### config.mk
export PLATFORM = sky130hd
export DESIGN_NAME = lik_div
export DESIGN_NICKNAME = d
export VERILOG_FILES = /design/src/rtl/lik_pkg.sv /design/src/rtl/lik_div.sv
export SDC_FILE = /design/constraint.sdc
export NUM_CORES = 2
export LEC_CHECK = 0
export BUFFER_PORTS_ARGS = -buffer_cell sky130_fd_sc_hd__buf_2
export CORE_MARGIN = 2
export CORE_UTILIZATION = 30
export DETAILED_ROUTE_END_ITERATION = 6
export SLEW_MARGIN = 5
export SYNTH_ARGS = -nofsm -noshare
export SYNTH_HDL_FRONTEND = slang
export SYNTH_SLANG_ARGS = --single-unit
export TNS_END_PERCENT = 50
### constraint.sdc
create_clock -name clk_i -period 5.05 [get_ports clk_i]
set_clock_uncertainty 0.05 [all_clocks]
set_input_delay 0 -clock clk_i [delete_from_list [all_inputs] [get_ports clk_i]]
set_output_delay 0 -clock clk_i [all_outputs]
set_load 0.05 [all_outputs]
### src/rtl/lik_pkg.sv
package lik_pkg;

  // Field and register widths
  localparam int unsigned LEN_W   = 16;
  localparam int unsigned PITCH_W = 15;
  localparam int unsigned ANG_W   = 16;
  localparam int unsigned IDX_W   = 2;

  // Datapath widths
  localparam int unsigned DSQ_W    = 32;  // squared length, Q32
  localparam int unsigned DEN_W    = 33;  // 2*a*b, Q32
  localparam int unsigned NUM_W    = 35;  // signed law-of-cosines numerator
  localparam int unsigned REM_W    = DEN_W + 1;
  localparam int unsigned COS_FRAC = 14;  // cosine fraction bits
  localparam int unsigned CORD_W   = 26;  // CORDIC x/y
  localparam int unsigned Z_W      = 20;  // CORDIC angle, Q16

  localparam int unsigned CORDIC_STAGES_DEF = 16;
  localparam int unsigned CORDIC_STAGES_MAX = 24;

  // Configuration register indexes
  localparam logic [IDX_W-1:0] CFG_THIGH = 2'd0;
  localparam logic [IDX_W-1:0] CFG_SHANK = 2'd1;
  localparam logic [IDX_W-1:0] CFG_WHEEL = 2'd2;

  localparam logic [LEN_W-1:0] THIGH_RST = 16'd19661;
  localparam logic [LEN_W-1:0] SHANK_RST = 16'd22495;
  localparam logic [LEN_W-1:0] WHEEL_RST = 16'd4915;

  localparam logic signed [Z_W-1:0] HALFPI_Q16 = 20'sd102944;

  localparam logic signed [Z_W-1:0] ATAN_Q16 [CORDIC_STAGES_MAX] = '{
    20'sd51472, 20'sd30386, 20'sd16055, 20'sd8150, 20'sd4091, 20'sd2047,
    20'sd1024,  20'sd512,   20'sd256,   20'sd128,  20'sd64,   20'sd32,
    20'sd16,    20'sd8,     20'sd4,     20'sd2,    20'sd1,    20'sd0,
    20'sd0,     20'sd0,     20'sd0,     20'sd0,    20'sd0,    20'sd0
  };

endpackage

### src/rtl/lik_div.sv
module lik_div #(
  parameter int unsigned LANES  = 2,
  parameter int unsigned SIDE_W = 1
) (
  input  logic                             clk_i,
  input  logic                             en_i,
  input  logic [lik_pkg::REM_W-1:0]        mag_i [LANES],
  input  logic [lik_pkg::DEN_W-1:0]        den_i [LANES],
  input  logic [SIDE_W-1:0]                side_i,
  output logic [lik_pkg::COS_FRAC-1:0]     quo_o [LANES],
  output logic [SIDE_W-1:0]                side_o
);

  localparam int unsigned STEPS = lik_pkg::COS_FRAC;
  localparam int unsigned RW    = lik_pkg::REM_W;
  localparam int unsigned DW    = lik_pkg::DEN_W;

  logic [RW-1:0]     r_q    [STEPS][LANES];
  logic [DW-1:0]     den_q  [STEPS][LANES];
  logic [STEPS-1:0]  q_q    [STEPS][LANES];
  logic [SIDE_W-1:0] side_q [STEPS];

  for (genvar k = 0; k < STEPS; k++) begin : g_cell
    for (genvar l = 0; l < LANES; l++) begin : g_lane
      logic [RW-1:0]    r_in, r_sh, r_d;
      logic [DW-1:0]    den_in;
      logic [STEPS-1:0] q_in, q_d;

      if (k == 0) begin : g_first
        assign r_in   = mag_i[l];
        assign den_in = den_i[l];
        assign q_in   = '0;
      end else begin : g_next
        assign r_in   = r_q[k-1][l];
        assign den_in = den_q[k-1][l];
        assign q_in   = q_q[k-1][l];
      end

      // Restoring step: shift in a zero, subtract the divisor where it fits
      always_comb begin
        r_sh = {r_in[RW-2:0], 1'b0};
        if (r_sh >= {1'b0, den_in}) begin
          r_d = r_sh - {1'b0, den_in};
          q_d = {q_in[STEPS-2:0], 1'b1};
        end else begin
          r_d = r_sh;
          q_d = {q_in[STEPS-2:0], 1'b0};
        end
      end

      always_ff @(posedge clk_i) begin
        if (en_i) begin
          r_q[k][l]   <= r_d;
          den_q[k][l] <= den_in;
          q_q[k][l]   <= q_d;
        end
      end
    end

    if (k == 0) begin : g_side_first
      always_ff @(posedge clk_i) begin
        if (en_i) side_q[k] <= side_i;
      end
    end else begin : g_side_next
      always_ff @(posedge clk_i) begin
        if (en_i) side_q[k] <= side_q[k-1];
      end
    end
  end

  for (genvar l = 0; l < LANES; l++) begin : g_out
    assign quo_o[l] = q_q[STEPS-1][l];
  end
  assign side_o = side_q[STEPS-1];

endmodule

Yosys cells after proc, flatten, opt, wreduce, memory -nomap -nowiden --
Memory sizes are Yosys's and may differ from the RTL's. Cells that the tools add are included.
Storage, ports and cells: memory bits (read-only) 0, register bits 0, latch bits 0, output and inout bits 29, memories 4, bits of input ports 137, bits in writable memories 2282
Memory list:
- r_q | words 14, width 68, read ports 13, clocked after memory_dff 0, write ports 14, line lik_div.sv:18 | logic [RW-1:0] r_q [STEPS][LANES];
- den_q | words 14, width 66, read ports 13, clocked after memory_dff 0, write ports 14, line lik_div.sv:19 | logic [DW-1:0] den_q [STEPS][LANES];
- q_q | words 14, width 28, read ports 14, clocked after memory_dff 0, write ports 14, line lik_div.sv:20 | logic [STEPS-1:0] q_q [STEPS][LANES];
- side_q | words 14, width 1, read ports 14, clocked after memory_dff 0, write ports 14, line lik_div.sv:21 | logic [SIDE_W-1:0] side_q [STEPS];
Operators by class: mux-type cells 58, magnitude comparators 28, shift operators 0, div/mod/pow operators 0, $mul 0, $add $sub $neg 28, reductions and logical operators 0, bitwise gates (word level) 0, equality and inequality tests 0
Operators with widths (count):
- 34-bit by 33-bit greater-or-equal comparator with 1-bit output | 28
- 34-bit 2-to-1 mux | 28
- 34-bit by 33-bit subtractor with 34-bit output | 28
- 1-bit 2-to-1 mux | 30

Longest topological paths before layout --
An unclocked memory read counts as a cell.
depth after elaboration 3, depth in mapped cells 15, mapped depth without buffers 12

Least setup slack after synthesis --
Ideal clock, no wire load.
path kind flip-flop to flip-flop, start memory den_q[1][165] (netlist bit), end memory r_q[1][244] (netlist bit) (data pin), setup time 0.260 ns, slack 1.370 ns, buffers on the path 2, cell stages (with the launch flop) 14, data arrival time 3.370 ns, data required time 4.740 ns, period minus slack after synthesis 3.680 ns, cell sequence edfxtp_1 > fa_1 > nand2b_1 > a211oi_1 > nor3_1 > o211ai_1 > a31oi_1 > a2111oi_2 > a311oi_1 > o21ai_0 > a211o_1 > buf_2 > buf_2 > mux2_2
RTL lines (line):
- start, declared | lik_div.sv:19
- end, declared | lik_div.sv:18

==> flow_summary.toml <==
[cells_and_area]
fin_util_pct = 34.54
fill_cells = 38370
fin_cells = 16460
drive_gt1_share_pct = 8.278
layout.nets = 12310
area_growth_syn_to_layout_pct = 14.85

[min_path]
worstHoldPathCells = 4
min_path_type = "in -> reg"

[timing]
setup_tns_ps = 0
slew_viol_final = 0
min_period_over_period_pct = 86.81
finalWorstSetupSlack_ps = 665.9
fin_crit_ps = 4384
slew_headroom_pct = 29.47
hold_viol = 0
grt_setup_unrepaired = "no"
setup_viol = 0
max_slew.worst_pin.slew_ps = 1031
max_freq_ghz = 0.2281

[cts]
clkSinkCount = 1940
cts-root-buf = "clkbuf_16"
cts_tree = "done"
htreeDepth = 4
cts.repair.resized = 0
clk_pin_slew_ps = 60
clock_tree.buffer_depth = 4
cts_buffers = 215
worstSkewPairLatency_ps = 890

[global_route]
grt_max_degree = 188
grt-busiest-layer = "met2"
grt_pass1_vias = 77110
use_met2_pct = 20.34
use_met3_pct = 1.547
grt_pass1_wl_mm = 395.4
gr-usage-met1_pct = 15.96
overflow = 0
grt_use_total_pct = 12.11
antenna_found_initial = 4

[logic_synthesis]
synth_nets = 11810
ys_warn_count = 0
synth_common_cells = "edfxtp_1, inv_1, a21oi_1"
yosysUniqueCellTypes = 89
syn-cell-area_um2 = 115800
syn_area_per_cell_um2 = 10.80
synth_edf_count = 1940
synth.most_common_cell = "edfxtp_1"
async_flop_share_pct = 0
synth.area.top_cells = "edfxtp_1, ha_1, a21oi_1"
ys_seq_elements = 1940
synth-main-ff-cell = "edfxtp_1"
synth_seq_area_share_pct = 50.30
synth_top_cell_by_area = "edfxtp_1"
syn_inst = 10730
yosys.area.top_type_share_pct = 50.30

[drt]
vias = 78090
viasPerCell = 4.745
first_iter_violations = 4500
routedWlPerCell_um = 14.64
wl_mm = 240.9
antenna_left = 0
drc = 0
drt_pre_antenna_iters = 5

[placement]
pre_cts_ws_ps = 744.1
hpwl_mm = 180.8
place.gp.congestion = 0.8980
placed_cells = 15740
portBuffers = 163

[critical_path]
r2r_setup_slack_ps = 670
crit_chain = "dlygate4sd3_1, buf_2, inv_1, ha_1, a21oi_1, inv_1, a211oi_1, o31ai_1, a21oi_1, o221ai_1, a31oi_1, o21ai_4, buf_12, nor2_1, dlygate4sd3_1, a21oi_1, dlygate4sd3_1"
endpoint_kind = "flop"
start_kind = "primary input"
critPathMaxFanout = 47
critPathSlowestCell = "dlygate4sd3_1"
arrival_ps = 4950
crit_type = "in -> reg"
cp.depth = 17
r2r_end = "r_q[1][73]"
path_buf_inv = 7
required_ps = 5610
startpoint = "den_i[46]"
cpPeakStageDelay_ps = 570
endpoint = "r_q[0][40]"
ff2ff_path_depth = 11
crit_family = "buffers and inverters"
r2r_start = "den_q[1][0]"

[floorplanning]
dieHeight_um = 625.4
start_util_pct = 30.07
io_pins = 166
rows = 228
core_area_um2 = 385100
die-width_um = 625.4
dieArea_um2 = 391100

[pwr]
power_leakage_nw = 54.15
p_int_mw = 50.06
p_switching_mw = 29.10
power.density_nw_per_um2 = 595.1
p_comb_share_pct = 46.9
switching_share_pct = 36.76
seqPwrFrac_pct = 33.8
ir_drop_mv = 0.3438
clkPwrFrac_pct = 19.4

[flow_run]
maxCapViolations = 0

[outcome]
status = "completed"
## sequential cells by signal, summed over array words and instances, names as in the netlist
signal / cells
den_q: 858
q_q: 210
r_q: 858
side_q: 14
## logic make-up after synthesis
family,share of synthesized area (%)
simple gates,9.565
xor+xnor,5.566
mux,3.491
compound gates,16.04
buf+inv,4.628
flops,50.30
fa+ha+maj,10.41
## placed cells by master, fill, tap and decap left out, drive strengths merged, types with 134 or more instances in the layout
cell,Yosys,final
dlygate4sd3,0,323
nor2,727,727
xor2,288,288
a21o,468,468
nand3,172,172
o21a,134,134
nand4,165,165
xnor2,448,448
clkbuf,245,258
o21ai,621,621
nor2b,135,135
a21oi,1078,1078
ha,922,922
buf,45,246
inv,1121,1132
mux2,340,340
edfxtp,1940,1940
nand2,638,638
## how the worst min path moves through the flow
| stage | from | to |
|---|---|---|
| after detailed placement | side_i | side_q[0][0] |
| after floorplan | den_i[0] | den_q[0][0] |
| after global placement | side_i | side_q[0][0] |
| final | mag_i[21] | r_q[0][22] |
| after global routing | mag_i[21] | r_q[0][22] |
| after CTS | den_i[1] | r_q[0][1] |
## cell type report
cell class	count	area, µm²	area share, %
sequential	1940	58260	43.79
multi-input combinational	7377	52390	39.39
tap	5060	6331	4.759
clock buffer	258	5605	4.214
timing repair buffer	569	4950	3.721
inverter	1121	4208	3.163
clock inverter	127	1269	0.9538
antenna	5	12.51	0.009406
## power by group through the flow
stage / Clock, mW / Combinational, mW / Sequential, mW
global placement: 0 / 36.2 / 27.1
floorplan: 0 / 29.1 / 25.9
CTS: 15.9 / 37.0 / 26.8
detailed placement: 0 / 36.4 / 27.1
finish: 15.3 / 37.1 / 26.7
global route: 16.5 / 41.8 / 27.2
## metrics by stage
stage               power [mW]  hold WS (ps)  area, µm²
floorplan                55.07         48.87     115800
global placement         63.33         130.2     122900
detailed placement       63.47         129.1     122900
CTS                      79.66         11.82     133000
global route             85.50         79.49     133000
finish                   79.16         93.67     133000
## routing by layer
layer | part of all wire [%] | wire, µm
met4 | 3.6 | 8573
met2 | 46 | 110000
met5 | 0 | 0
met3 | 3.5 | 8475
met1 | 47 | 113800
## repair_timing
item                      in CTS  in global routing
hold endpoints to repair     679                  0
setup buffers                  0                  0
hold buffers                 323                  0
## worst reg2reg max path, stage by stage, from the launching register on
cell      delay, ps
edfxtp_1        480
fa_1            470
nor2b_1         200
o31ai_1         140
a211oi_1        430
o21ai_0         290
nand2_1         200
o21a_1          240
nor4_1          110
o21ai_4         810
buf_4           360
mux2_2          350
(Power assumes the default switching activity.)
